### config.mk
export PLATFORM = sky130hd
export DESIGN_NAME = mpeg_audio_header_decoder
export DESIGN_NICKNAME = d
export VERILOG_FILES = /design/src/rtl/mahd_pkg.sv /design/src/rtl/mahd_decode.sv /design/src/rtl/mahd_len_div.sv /design/src/rtl/mpeg_audio_header_decoder.sv
export SDC_FILE = /design/constraint.sdc
export NUM_CORES = 1
export LEC_CHECK = 0
export BUFFER_PORTS_ARGS = -buffer_cell sky130_fd_sc_hd__buf_2
export CAP_MARGIN = 10
export CORE_MARGIN = 1
export CORE_UTILIZATION = 30
export DETAILED_ROUTE_END_ITERATION = 10
export PLACE_DENSITY = 0.44
export SYNTH_ARGS = -nofsm -noshare
export SYNTH_HDL_FRONTEND = slang
export SYNTH_SLANG_ARGS = --single-unit
### constraint.sdc
create_clock -name clk -period 6 [get_ports clk]
set_input_delay 1.5 -clock clk [delete_from_list [all_inputs] [get_ports clk]]
set_output_delay 1.5 -clock clk [all_outputs]
set_load 0.05 [all_outputs]
### src/rtl/mahd_pkg.sv
// shared types, tables and constants of the mpeg audio header decoder
`timescale 1ns / 1ps
package mahd_pkg;

  localparam logic [1:0] VER_MPEG25 = 2'd0;
  localparam logic [1:0] VER_RES    = 2'd1;
  localparam logic [1:0] VER_MPEG2  = 2'd2;
  localparam logic [1:0] VER_MPEG1  = 2'd3;

  localparam logic [1:0] LAYER_RES = 2'd0;
  localparam logic [1:0] LAYER_III = 2'd1;
  localparam logic [1:0] LAYER_II  = 2'd2;
  localparam logic [1:0] LAYER_I   = 2'd3;

  localparam logic [1:0] MODE_SINGLE = 2'd3;
  localparam logic [1:0] SIDX_RES    = 2'd3;

  localparam logic [10:0] SYNC_WORD = 11'h7ff;

  localparam logic [7:0] COEF_L1   = 8'd12;
  localparam logic [7:0] COEF_HALF = 8'd72;
  localparam logic [7:0] COEF_FULL = 8'd144;

  localparam logic [10:0] SPF_L1   = 11'd384;
  localparam logic [10:0] SPF_FULL = 11'd1152;
  localparam logic [10:0] SPF_HALF = 11'd576;

  // numerator, quotient and reciprocal widths
  localparam int NUM_W   = 23;
  localparam int QUO_W   = 12;
  localparam int RCP_SH  = 24;
  localparam int RCP_W   = 20;
  localparam int DIV_W   = 9;

  localparam int D_44K1 = 441;
  localparam int D_48K  = 48;
  localparam int D_32K  = 32;

  localparam logic [RCP_W-1:0] RCP_44K1 = RCP_W'((2 ** RCP_SH) / D_44K1);
  localparam logic [RCP_W-1:0] RCP_48K  = RCP_W'((2 ** RCP_SH) / D_48K);
  localparam logic [RCP_W-1:0] RCP_32K  = RCP_W'((2 ** RCP_SH) / D_32K);

  typedef enum logic [1:0] {
    DIV_44K1,
    DIV_48K,
    DIV_32K
  } div_sel_t;

  // rows: mpeg-1 l1, mpeg-1 l2, mpeg-1 l3, mpeg-2/2.5 l1, mpeg-2/2.5 l2/l3
  localparam logic [8:0] BR_TAB [0:4][0:15] = '{
    '{9'd0, 9'd32, 9'd64, 9'd96, 9'd128, 9'd160, 9'd192, 9'd224,
      9'd256, 9'd288, 9'd320, 9'd352, 9'd384, 9'd416, 9'd448, 9'd0},
    '{9'd0, 9'd32, 9'd48, 9'd56, 9'd64, 9'd80, 9'd96, 9'd112,
      9'd128, 9'd160, 9'd192, 9'd224, 9'd256, 9'd320, 9'd384, 9'd0},
    '{9'd0, 9'd32, 9'd40, 9'd48, 9'd56, 9'd64, 9'd80, 9'd96,
      9'd112, 9'd128, 9'd160, 9'd192, 9'd224, 9'd256, 9'd320, 9'd0},
    '{9'd0, 9'd32, 9'd48, 9'd56, 9'd64, 9'd80, 9'd96, 9'd112,
      9'd128, 9'd144, 9'd160, 9'd176, 9'd192, 9'd224, 9'd256, 9'd0},
    '{9'd0, 9'd8, 9'd16, 9'd24, 9'd32, 9'd40, 9'd48, 9'd56,
      9'd64, 9'd80, 9'd96, 9'd112, 9'd128, 9'd144, 9'd160, 9'd0}
  };

  // rows: rate index; columns: mpeg-1, mpeg-2, mpeg-2.5
  localparam logic [15:0] SR_TAB [0:2][0:2] = '{
    '{16'd44100, 16'd22050, 16'd11025},
    '{16'd48000, 16'd24000, 16'd12000},
    '{16'd32000, 16'd16000, 16'd8000}
  };

  typedef struct packed {
    logic        valid_res;
    logic [1:0]  version_code;
    logic [1:0]  layer_code;
    logic        crc_protected;
    logic [8:0]  bitrate_kbps;
    logic [15:0] sample_rate_hz;
    logic        padding;
    logic [1:0]  channel_mode;
    logic [1:0]  emphasis;
    logic [2:0]  side_flags;
    logic [10:0] frame_samples;
  } info_t;

  typedef struct packed {
    logic [7:0] coef;
    logic [1:0] shift;
    div_sel_t   div_sel;
    logic       slot4;
  } len_ctrl_t;

  function automatic logic [DIV_W-1:0] div_const(div_sel_t sel);
    logic [DIV_W-1:0] d;
    unique case (sel)
      DIV_44K1: d = DIV_W'(D_44K1);
      DIV_48K:  d = DIV_W'(D_48K);
      DIV_32K:  d = DIV_W'(D_32K);
      default:  d = DIV_W'(D_32K);
    endcase
    return d;
  endfunction

  function automatic logic [RCP_W-1:0] recip_const(div_sel_t sel);
    logic [RCP_W-1:0] m;
    unique case (sel)
      DIV_44K1: m = RCP_44K1;
      DIV_48K:  m = RCP_48K;
      DIV_32K:  m = RCP_32K;
      default:  m = RCP_32K;
    endcase
    return m;
  endfunction

endpackage

### src/rtl/mahd_decode.sv
// first stage: field split, table lookups and legality check
`timescale 1ns / 1ps
module mahd_decode (
  input  logic               clk,
  input  logic               rst,
  input  logic               in_valid,
  input  logic [31:0]        header_word,
  output logic               out_valid,
  output mahd_pkg::info_t    info,
  output mahd_pkg::len_ctrl_t ctrl
);

  logic [1:0] ver;
  logic [1:0] lay;
  logic [3:0] bidx;
  logic [1:0] sidx;
  logic [1:0] mode;
  logic       sync;
  logic       mpeg1;
  logic       mpeg2x;
  logic [2:0] br_row;
  logic [1:0] sr_col;
  logic [8:0] br;
  logic [15:0] sr;
  logic [10:0] spf;
  logic       ok;
  logic       forbid;
  mahd_pkg::info_t     info_next;
  mahd_pkg::len_ctrl_t ctrl_next;

  always_comb begin
    ver    = header_word[20:19];
    lay    = header_word[18:17];
    bidx   = header_word[15:12];
    sidx   = header_word[11:10];
    mode   = header_word[7:6];
    sync   = (header_word[31:21] == mahd_pkg::SYNC_WORD);
    mpeg1  = (ver == mahd_pkg::VER_MPEG1);
    mpeg2x = (ver == mahd_pkg::VER_MPEG25) || (ver == mahd_pkg::VER_MPEG2);

    if (mpeg1) begin
      br_row = 3'(2'd3 - lay);
    end else if (lay == mahd_pkg::LAYER_I) begin
      br_row = 3'd3;
    end else begin
      br_row = 3'd4;
    end
    br = 9'd0;
    if ((lay != mahd_pkg::LAYER_RES) && (mpeg1 || mpeg2x)) begin
      br = mahd_pkg::BR_TAB[br_row][bidx];
    end

    unique case (ver)
      mahd_pkg::VER_MPEG1:  sr_col = 2'd0;
      mahd_pkg::VER_MPEG2:  sr_col = 2'd1;
      default:              sr_col = 2'd2;
    endcase
    sr = 16'd0;
    if ((sidx != mahd_pkg::SIDX_RES) && (ver != mahd_pkg::VER_RES)) begin
      sr = mahd_pkg::SR_TAB[sidx][sr_col];
    end

    unique case (lay)
      mahd_pkg::LAYER_I:   spf = mahd_pkg::SPF_L1;
      mahd_pkg::LAYER_II:  spf = mahd_pkg::SPF_FULL;
      mahd_pkg::LAYER_III: spf = mpeg2x ? mahd_pkg::SPF_HALF : mahd_pkg::SPF_FULL;
      default:             spf = 11'd0;
    endcase

    // mpeg-1 layer ii bitrate and mode pairs
    forbid = 1'b0;
    if (br == 9'd32 || br == 9'd48 || br == 9'd56 || br == 9'd80) begin
      forbid = (mode != mahd_pkg::MODE_SINGLE);
    end else if (br == 9'd224 || br == 9'd256 || br == 9'd320 || br == 9'd384) begin
      forbid = (mode == mahd_pkg::MODE_SINGLE);
    end

    ok = (lay != mahd_pkg::LAYER_RES) && (br != 9'd0) && (sr != 16'd0)
         && !(mpeg1 && (lay == mahd_pkg::LAYER_II) && forbid);

    info_next = '0;
    if (sync) begin
      info_next.valid_res         = ok;
      info_next.version_code      = ver;
      info_next.layer_code        = lay;
      info_next.crc_protected     = ~header_word[16];
      info_next.bitrate_kbps      = br;
      info_next.sample_rate_hz    = sr;
      info_next.padding           = header_word[9];
      info_next.channel_mode      = mode;
      info_next.emphasis          = header_word[1:0];
      info_next.side_flags        = {header_word[8], header_word[3], header_word[2]};
      info_next.frame_samples     = spf;
    end

    ctrl_next.slot4 = (lay == mahd_pkg::LAYER_I);
    if (lay == mahd_pkg::LAYER_I) begin
      ctrl_next.coef = mahd_pkg::COEF_L1;
    end else if ((lay == mahd_pkg::LAYER_III) && mpeg2x) begin
      ctrl_next.coef = mahd_pkg::COEF_HALF;
    end else begin
      ctrl_next.coef = mahd_pkg::COEF_FULL;
    end
    // sample rate as base rate shifted down by version
    unique case (ver)
      mahd_pkg::VER_MPEG2:  ctrl_next.shift = 2'd1;
      mahd_pkg::VER_MPEG25: ctrl_next.shift = 2'd2;
      default:              ctrl_next.shift = 2'd0;
    endcase
    unique case (sidx)
      2'd0:    ctrl_next.div_sel = mahd_pkg::DIV_44K1;
      2'd1:    ctrl_next.div_sel = mahd_pkg::DIV_48K;
      default: ctrl_next.div_sel = mahd_pkg::DIV_32K;
    endcase
  end

  always_ff @(posedge clk) begin
    if (rst) begin
      out_valid <= 1'b0;
    end else begin
      out_valid <= in_valid;
    end
  end

  always_ff @(posedge clk) begin
    info <= info_next;
    ctrl <= ctrl_next;
  end

endmodule

### src/rtl/mahd_len_div.sv
// frame length quotient: numerator, reciprocal multiply and one-step correction
`timescale 1ns / 1ps
module mahd_len_div (
  input  logic                      clk,
  input  logic                      rst,
  input  logic                      in_valid,
  input  mahd_pkg::info_t           in_info,
  input  mahd_pkg::len_ctrl_t       in_ctrl,
  output logic                      out_valid,
  output mahd_pkg::info_t           out_info,
  output mahd_pkg::len_ctrl_t       out_ctrl,
  output logic [mahd_pkg::QUO_W-1:0] quotient
);

  localparam int NW = mahd_pkg::NUM_W;
  localparam int QW = mahd_pkg::QUO_W;
  localparam int PW = NW + mahd_pkg::RCP_W;

  logic [16:0]  kb;
  logic [NW-1:0] sh;
  logic [NW-1:0] num_next;
  logic [PW-1:0] prod;
  logic [NW-1:0] back;
  logic [NW-1:0] rem;
  logic [QW-1:0] q_next;

  logic                v2, v3, v4;
  mahd_pkg::info_t     info2, info3;
  mahd_pkg::len_ctrl_t ctrl2, ctrl3;
  logic [NW-1:0]       num2, num3;
  logic [QW-1:0]       qest3;

  always_comb begin
    kb = 17'(in_ctrl.coef) * 17'(in_info.bitrate_kbps);
    sh = NW'(kb) << in_ctrl.shift;
    // 44.1 kHz family divides by 441 after scaling by ten
    if (in_ctrl.div_sel == mahd_pkg::DIV_44K1) begin
      num_next = (sh << 3) + (sh << 1);
    end else begin
      num_next = sh;
    end
  end

  always_comb begin
    prod = PW'(num2) * PW'(mahd_pkg::recip_const(ctrl2.div_sel));
  end

  always_comb begin
    back   = NW'(qest3) * NW'(mahd_pkg::div_const(ctrl3.div_sel));
    rem    = num3 - back;
    q_next = qest3;
    if (rem >= NW'(mahd_pkg::div_const(ctrl3.div_sel))) begin
      q_next = qest3 + QW'(1);
    end
  end

  always_ff @(posedge clk) begin
    if (rst) begin
      v2 <= 1'b0;
      v3 <= 1'b0;
      v4 <= 1'b0;
    end else begin
      v2 <= in_valid;
      v3 <= v2;
      v4 <= v3;
    end
  end

  always_ff @(posedge clk) begin
    num2     <= num_next;
    info2    <= in_info;
    ctrl2    <= in_ctrl;
    num3     <= num2;
    qest3    <= prod[mahd_pkg::RCP_SH +: QW];
    info3    <= info2;
    ctrl3    <= ctrl2;
    quotient <= q_next;
    out_info <= info3;
    out_ctrl <= ctrl3;
  end

  assign out_valid = v4;

endmodule

### src/rtl/mpeg_audio_header_decoder.sv
// top level of the mpeg audio frame header decoder
//
// one 32-bit candidate header word enters on header_word with start; a word
// is taken at every rising edge where start is high and busy is low. busy is
// never raised, so a new word can be offered in every cycle.
// each word gives exactly one result beat: done is high for one cycle with
// the decoded fields and the frame length on the result ports.
// the word passes through decode, numerator, reciprocal multiply, quotient
// correction and the length and output register, in that order, before done
// rises and the beat is taken.
// throughput: one word per cycle; the length divide by the sample rate is a
// multiply by a constant reciprocal per rate family, pipelined over three
// stages, so it never holds the input off.
// a word without sync gives all-zero fields; any illegal field clears
// valid_res and forces frame_length_bytes to zero.
// reset clears the in-flight valid bits, so no beat appears for words taken
// before it. the receiver cannot stall: every beat is taken as it shows.
`timescale 1ns / 1ps
module mpeg_audio_header_decoder (
  input  logic        clk,
  input  logic        rst,
  input  logic        start,
  output logic        busy,
  input  logic [31:0] header_word,
  output logic        done,
  output logic        valid_res,
  output logic [1:0]  version_code,
  output logic [1:0]  layer_code,
  output logic        crc_protected,
  output logic [8:0]  bitrate_kbps,
  output logic [15:0] sample_rate_hz,
  output logic        padding,
  output logic [1:0]  channel_mode,
  output logic [1:0]  emphasis,
  output logic [2:0]  side_flags,
  output logic [11:0] frame_length_bytes,
  output logic [10:0] frame_samples
);

  logic                      s1_valid;
  mahd_pkg::info_t           s1_info;
  mahd_pkg::len_ctrl_t       s1_ctrl;
  logic                      s4_valid;
  mahd_pkg::info_t           s4_info;
  mahd_pkg::len_ctrl_t       s4_ctrl;
  logic [mahd_pkg::QUO_W-1:0] s4_quo;
  logic [11:0]               slots;
  logic [11:0]               len_next;

  assign busy = 1'b0;

  mahd_decode u_decode (
    .clk        (clk),
    .rst        (rst),
    .in_valid   (start && !busy),
    .header_word(header_word),
    .out_valid  (s1_valid),
    .info       (s1_info),
    .ctrl       (s1_ctrl)
  );

  mahd_len_div u_len_div (
    .clk      (clk),
    .rst      (rst),
    .in_valid (s1_valid),
    .in_info  (s1_info),
    .in_ctrl  (s1_ctrl),
    .out_valid(s4_valid),
    .out_info (s4_info),
    .out_ctrl (s4_ctrl),
    .quotient (s4_quo)
  );

  always_comb begin
    slots    = 12'(s4_quo) + 12'(s4_info.padding);
    len_next = 12'd0;
    if (s4_info.valid_res) begin
      len_next = s4_ctrl.slot4 ? {slots[9:0], 2'b00} : slots;
    end
  end

  always_ff @(posedge clk) begin
    if (rst) begin
      done <= 1'b0;
    end else begin
      done <= s4_valid;
    end
  end

  always_ff @(posedge clk) begin
    valid_res          <= s4_info.valid_res;
    version_code       <= s4_info.version_code;
    layer_code         <= s4_info.layer_code;
    crc_protected      <= s4_info.crc_protected;
    bitrate_kbps       <= s4_info.bitrate_kbps;
    sample_rate_hz     <= s4_info.sample_rate_hz;
    padding            <= s4_info.padding;
    channel_mode       <= s4_info.channel_mode;
    emphasis           <= s4_info.emphasis;
    side_flags         <= s4_info.side_flags;
    frame_samples      <= s4_info.frame_samples;
    frame_length_bytes <= len_next;
  end

endmodule

==> impl_metrics.tcl, run 1 <==
set metrics [dict create \
    path_max_fanout 7 \
    dr.pass1.iters 8 \
    grt_pass1_vias 15811 \
    critPathRequiredTime_ns 6.44 \
    cts.reportedPaths.clkPinSlew_ns 0.06 \
    synth_edf_count 0 \
    coreArea_sq_mm 0.07015 \
    path_buf_inv 8 \
    finalPower_mw 6.127 \
    numCtsBuffers 29 \
    vias 15502 \
    final_common_cell "inv_1" \
    startpoint_type "flip-flop" \
    die_x_um 268.7 \
    dp_cells 3444 \
    reg2reg_depth 26 \
    drtIter0Drc 593 \
    synth_ff_type "dfxtp_1" \
    root_buffer "clkbuf_16" \
    clk_path_buf_depth 3 \
    layout_setup_ws_ns -0.4508 \
    route.detailed.drc 0 \
    setup_tns_ns -3.208 \
    ctsHoldBuffers 0 \
    drv_slew 0 \
    cp_slowest_cell "fa_1" \
    synth-seq-cells 283 \
    fp.dieArea_sq_mm 0.07219 \
    placementRows 97 \
    die_y_um 268.7 \
    h-tree-depth 1 \
    worst_pin_slew_ns 0.9730 \
    critPathCaptureType "flip-flop" \
    cap_violations 0 \
    hold_path.class "reg -> reg" \
    cts_tree "built" \
    period_minus_slack_ns 6.451 \
    drt-total-wl_um 53100 \
    outcome "complete, but fails checks" \
    crit_path_frequent_cell "fa_1" \
    hpwl_um 44490 \
    syn_avg_cell_area_sq_um 9.508 \
    endpoint "u_len_div.qest3[11]" \
    arrival_ns 6.89 \
    rsz0062_at_grt "true" \
    drive_gt1_share_pct 23.69 \
    r2r_slack_ns -0.45 \
    clock_skew_ns 0.01383 \
    reg2reg_from "u_len_div.ctrl2[2]" \
    routedWlPerCell_um 15.01 \
    critPathLaunch "u_len_div.ctrl2[2]" \
    netlist_area_sq_mm 0.02134 \
    numPortBuffers 85 \
    violations "setup timing" \
    start_util_pct 30.41 \
    ir_worst_vdd_v 0.0003475 \
    yosysWarnings 0 \
    powerDensity_mw_per_mm2 229.0 \
    async_flop_share_pct 0 \
    netlist_instances 2244 \
    crit-reg2reg-capture "u_len_div.qest3[11]" \
    gr-total-overflow 0 \
    max_freq_mhz 155.0 \
    critPathTopFamily "adder cells" \
    io_pins 99 \
    grt_max_degree 34 \
    p_leak_nw 13.75 \
    grt_antenna_before_repair 0 \
    area.sequential_sq_mm 0.005678 \
    nFillCells 7198 \
    viasPerCell 4.383 \
    critPathKind "reg -> reg" \
    path_depth 26 \
    max-slew-margin-rel_pct 34.90 \
    layout_common_cells "inv_1 (487), dfxtp_1 (277), buf_4 (250)" \
    worstSkewPairLatency_ns 0.56 \
    layout.nets 3123 \
    gp_congestion 0.8879 \
    cp_slowest_stage_delay_ns 0.57 \
    cts.sinks 283 \
    grt_pass1_wl_um 84120 \
    synthToLayoutAreaGrowth_pct 25.43 \
    hold_viol 0 \
    multi_input_area_sq_mm 0.01431 \
    synth.yosys.seq_area_share_pct 26.55 \
    finalSetupViolCount 12 \
    synth_cell_types 77 \
    post-route-period-util_pct 107.5 \
    stdcell_count 3537 \
    ant_nets 0 \
    track_usage_pct 14.77 \
]
sequential cells by signal, indices dropped and copies added (netlist names), 2 cells and up:
name / flops
u_decode.info: 38
u_len_div.info2: 38
u_len_div.info3: 38
u_len_div.out_info: 38
u_len_div.num2: 18
u_len_div.num3: 18
sample_rate_hz: 14
frame_length_bytes: 12
u_len_div.qest3: 12
u_len_div.quotient: 12
u_decode.ctrl: 9
bitrate_kbps: 6
frame_samples: 4
side_flags: 3
u_len_div.ctrl2: 3
u_len_div.ctrl3: 3
channel_mode: 2
emphasis: 2
layer_code: 2
version_code: 2
cells by family (layout without fill, tap and decap cells):
kind of cell,after synthesis,in the layout,share of synthesized area [%]
AO/OA/AOI/OAI,275,275,8.509
XOR/XNOR,57,57,2.375
adder cells (fa/ha/maj),515,515,38.72
buffers and inverters,600,941,10.87
flip-flops,283,283,26.55
multiplexers,39,39,1.912
other,1,13,0.01758
AND/OR/NAND/NOR,474,474,11.04
synth_stat cells, types with 35 or more instances:
cell	instances	area share, %
nand3_1	35	0.82
o21ai_0	63	1.5
nand2_1	132	2.3
and2_1	52	1.5
inv_1	530	9.3
fa_1	242	23
nor2_1	101	1.8
xnor2_1	38	1.6
ha_1	273	16
nand2b_1	42	1.2
clkbuf_1	48	0.84
dfxtp_1	283	27
a21oi_1	64	1.5
how the worst min path moves through the flow:
stage                                      start                endpoint  slack, ns  cells past startpoint
after CTS                 u_len_div.out_info[44]           crc_protected       0.32                      0
after global placement         u_decode.info[13]     u_len_div.info2[13]       0.31                      0
after detailed placement  u_len_div.out_info[27]       sample_rate_hz[8]       0.31                      0
final                     u_len_div.out_info[44]           crc_protected       0.32                      0
after global routing         u_len_div.info3[46]  u_len_div.out_info[46]       0.32                      0
after floorplan           u_len_div.out_info[38]         bitrate_kbps[3]       0.31                      0
area by class of cell:
| class | count | area share, % |
|---|---|---|
| repair buffers | 356 | 9.777 |
| inverters | 531 | 7.514 |
| diodes | 1 | 0.009351 |
| well taps | 940 | 4.395 |
| multi-input cells | 1372 | 53.46 |
| clock buffers | 37 | 2.974 |
| clock inverters | 17 | 0.6546 |
| flip-flops and latches | 283 | 21.22 |
timing repair:
item,4_1_cts,5_1_grt
endpoints found under the setup margin,24,29
pin swaps,81,95
resized for setup,68,106
buffers inserted,24,15
cloned,1,1
worst reg2reg max path: cells and delay by family (launching register included):
| kind | cells | cell delay, ns |
|---|---|---|
| AOI/OAI and AO/OA | 4 | 0.89 |
| adders and majority gates | 8 | 3.50 |
| and+or+nand+nor | 6 | 0.78 |
| DFF | 1 | 0.39 |
| buffers and inverters | 8 | 0.77 |
layer usage:
metal | up-vias | global-route usage, % | part of all wire, %
li1 | 7739 | - | -
met1 | 7479 | 20.40 | 48
met2 | 233 | 24.92 | 47
met3 | 51 | 1.790 | 3.3
met4 | 0 | 2.503 | 1.4
met5 | - | 0 | 0
through the flow:
stage,hold slack [ns],setup WS [ns],utilization [%],instance area (sq um)
3_3_place_gp,0.3096,-0.8579,35.20,24700
3_5_place_dp,0.3121,-0.9268,35.20,24700
4_1_cts,0.3230,-0.4914,37.31,26170
6_report,0.3188,-0.4508,38.15,26760
5_1_grt,0.3209,-0.6406,38.14,26760
2_1_floorplan,0.3096,-0.07855,-,21650
power breakdown:
| group | leakage (nW) | total, mW | switching, mW | internal [mW] |
|---|---|---|---|---|
| registers | 2.29 | 1.96 | 0.0497 | 1.91 |
| logic | 11.0 | 2.36 | 1.21 | 1.15 |
| clock network | 0.470 | 1.80 | 0.765 | 1.04 |
| total | 13.8 | 6.13 | 2.03 | 4.10 |
(Power assumes the default switching activity.)
==> inputs of run 2 (changes only) <==
- ABC_AREA: unset -> 1
==> run 2 against run 1 <==
  * The flow still finishes with violations (setup timing)
  * Critical path depth unchanged
  * Sequential power is 2% higher
  * Combinational power is 26% higher
  * Cell count increased by 7.9%
  * Sequential share of layout area grew 0.30 points
  * Clock power rose by 4%
  * Design area fell by 1.4%
  * Critical path type unchanged
  * Largest power group unchanged
  * Highest routed layer unchanged
  * Largest cell class unchanged
  * Die area up 1.5%
  * Worst hold slack got worse by 0.0015 ns
==> impl_metrics.tcl, run 2 <==
set metrics [dict create \
    ant_nets 0 \
    h-tree-depth 1 \
    drtIter0Drc 713 \
    reg2reg_depth 26 \
    finalSetupViolCount 11 \
    drive_gt1_share_pct 17.16 \
    die_x_um 270.6 \
    worst_pin_slew_ns 0.6114 \
    gr-total-overflow 0 \
    cp_slowest_cell "fa_1" \
    route.detailed.drc 0 \
    antennaDiodeCount 0 \
    crit_path_frequent_cell "fa_1" \
    worstSkewPairLatency_ns 0.59 \
    routedWlPerCell_um 14.72 \
    critPathRequiredTime_ns 6.44 \
    drv_slew 0 \
    hold_path.class "reg -> reg" \
    dr.pass1.iters 5 \
    outcome "complete, but fails checks" \
    period_minus_slack_ns 6.276 \
    layout_setup_ws_ns -0.2756 \
    p_leak_nw 13.89 \
    cts.sinks 283 \
    synth-seq-cells 283 \
    grt_max_degree 39 \
    synthToLayoutAreaGrowth_pct 21.87 \
    drt-total-wl_um 56200 \
    netlist_instances 2561 \
    post-route-period-util_pct 104.6 \
    reg2reg_from "u_len_div.ctrl2[1]" \
    cp_slowest_stage_delay_ns 0.59 \
    arrival_ns 6.71 \
    ir_worst_vdd_v 0.0002447 \
    final_common_cell "inv_1" \
    path_max_fanout 4 \
    dp_cells 3742 \
    critPathKind "reg -> reg" \
    critPathTopFamily "adder cells" \
    r2r_slack_ns -0.28 \
    path_buf_inv 7 \
    start_util_pct 30.28 \
    vias 16407 \
    synth_ff_type "dfxtp_1" \
    rsz0062_at_grt "true" \
    coreArea_sq_mm 0.07149 \
    numPortBuffers 85 \
    ys_top_cells_by_count "inv_1 (684), nand2_1 (380), dfxtp_1 (283)" \
    synth.area.top_cells "dfxtp_1 (26%), fa_1 (22%), ha_1 (16%), inv_1 (12%), nand2_1 (6.6%)" \
    synth_cell_types 51 \
    path_depth 26 \
    synth_top_area_share_pct 26.17 \
    design_area_sq_mm 0.02638 \
    hpwl_um 48520 \
    max-slew-margin-rel_pct 58.81 \
    area.sequential_sq_mm 0.005678 \
    max_freq_mhz 159.3 \
    critPathLaunch "u_len_div.ctrl2[1]" \
    startpoint_type "flip-flop" \
    cts.reportedPaths.clkPinSlew_ns 0.06 \
    dp_slack_ns -0.6028 \
    synth.most_common_cell "inv_1" \
    yosysWarnings 0 \
    synth_top_cell_by_area "dfxtp_1" \
    io_pins 99 \
    root_buffer "clkbuf_16" \
    grt_pass1_wl_um 90680 \
    multi_input_area_sq_mm 0.01392 \
    fp.dieArea_sq_mm 0.07324 \
    async_flop_share_pct 0 \
    violations "setup timing" \
    syn_avg_cell_area_sq_um 8.454 \
    critPathCaptureType "flip-flop" \
    place_area_sq_mm 0.02450 \
    grt_pass1_vias 17015 \
    clock_skew_ns 0.04632 \
    track_usage_pct 15.62 \
    nFillCells 7455 \
    die_y_um 270.6 \
    hold_viol 0 \
    finalPower_mw 6.838 \
    netlist_area_sq_mm 0.02165 \
    layout.nets 3395 \
    gp_congestion 0.9027 \
    synth_edf_count 0 \
    stdcell_count 3817 \
    numCtsBuffers 30 \
    cap_violations 0 \
    grt_antenna_before_repair 0 \
    crit-reg2reg-capture "u_len_div.qest3[10]" \
    viasPerCell 4.298 \
    layout_common_cells "inv_1 (668), nand2_1 (372), dfxtp_1 (275)" \
    cts_tree "built" \
    ctsHoldBuffers 0 \
    endpoint "u_len_div.qest3[10]" \
    clk_path_buf_depth 3 \
    placementRows 98 \
    synth.yosys.seq_area_share_pct 26.17 \
    powerDensity_mw_per_mm2 259.2 \
]
[run 2: changes by cell type in the layout (fill, tap and decap cells not counted), sizes merged, moves of 18 or more]
| cell | before | now |
|---|---|---|
| a21oi | 64 | 89 |
| xor2 | 19 | 39 |
| and2 | 52 | 1 |
| inv | 533 | 689 |
| nor2 | 101 | 209 |
| nand2b | 42 | 0 |
| nand2 | 133 | 388 |
| nand3 | 35 | 86 |
| o21ai | 66 | 94 |
| mux2i | 28 | 2 |
| nor2b | 21 | 1 |
| buf | 355 | 285 |
| and3 | 18 | 0 |
[run 2: cells by family (layout without fill, tap and decap cells)]
kind of cell / after synthesis / after routing / share of synthesized area, %
AO/OA/AOI/OAI: 214 / 214 / 5.317
adder cells (fa/ha/maj): 515 / 515 / 38.16
buffers and inverters: 734 / 1029 / 13.10
XOR/XNOR: 65 / 65 / 2.630
multiplexers: 2 / 2 / 0.09247
flip-flops: 283 / 283 / 26.17
AND/OR/NAND/NOR: 747 / 747 / 14.52
other: 1 / 12 / 0.01732
[run 2: cell type report]
cell class / instances / area share [%]
Clock buffer: 39 / 3.087
Clock inverter: 15 / 0.7777
Inverter: 690 / 9.835
Multi-Input combinational cell: 1555 / 52.76
Sequential cell: 283 / 21.52
Tap cell: 950 / 4.505
Timing Repair Buffer: 285 / 7.516
[run 2: timing repair]
item,in CTS,in global routing
setup endpoints to repair,12,26
pin swaps,53,46
setup buffers,11,11
resized for setup,80,89
[run 2: worst min-delay path by stage]
stage                           startpoint             endpoint  slack (ns)  depth (start not counted)
floorplan           u_len_div.out_info[38]      bitrate_kbps[3]        0.31                          0
global placement       u_len_div.info2[44]  u_len_div.info3[44]        0.31                          0
detailed placement  u_len_div.out_info[41]      bitrate_kbps[6]        0.31                          0
CTS                 u_len_div.out_info[48]      version_code[1]        0.32                          0
global route        u_len_div.out_info[48]      version_code[1]        0.32                          0
finish              u_len_div.out_info[48]      version_code[1]        0.32                          0
[run 2: through the flow]
stage	setup TNS [ns]	util (%)	hold WS, ns
2_1_floorplan	0	-	0.3096
3_3_place_gp	-5.356	34.27	0.3095
3_5_place_dp	-5.728	34.27	0.3121
4_1_cts	-1.686	36.32	0.3172
5_1_grt	-4.452	36.91	0.3169
6_report	-1.796	36.91	0.3173
[run 2: routing by layer]
| layer | vias to the layer above | global-route usage [%] | wire length, um |
|---|---|---|---|
| li1 | 8259 | - | - |
| met3 | 48 | 1.642 | 1866 |
| met4 | 0 | 2.810 | 902 |
| met1 | 7855 | 21.87 | 27090 |
| met2 | 245 | 26.08 | 26340 |
| met5 | - | 0 | 0 |
[run 2: where the power goes]
group | leakage (nW) | switching (mW) | internal [mW]
registers | 2.29 | 0.0700 | 1.93
clock network | 0.497 | 0.766 | 1.10
logic | 11.1 | 1.84 | 1.13
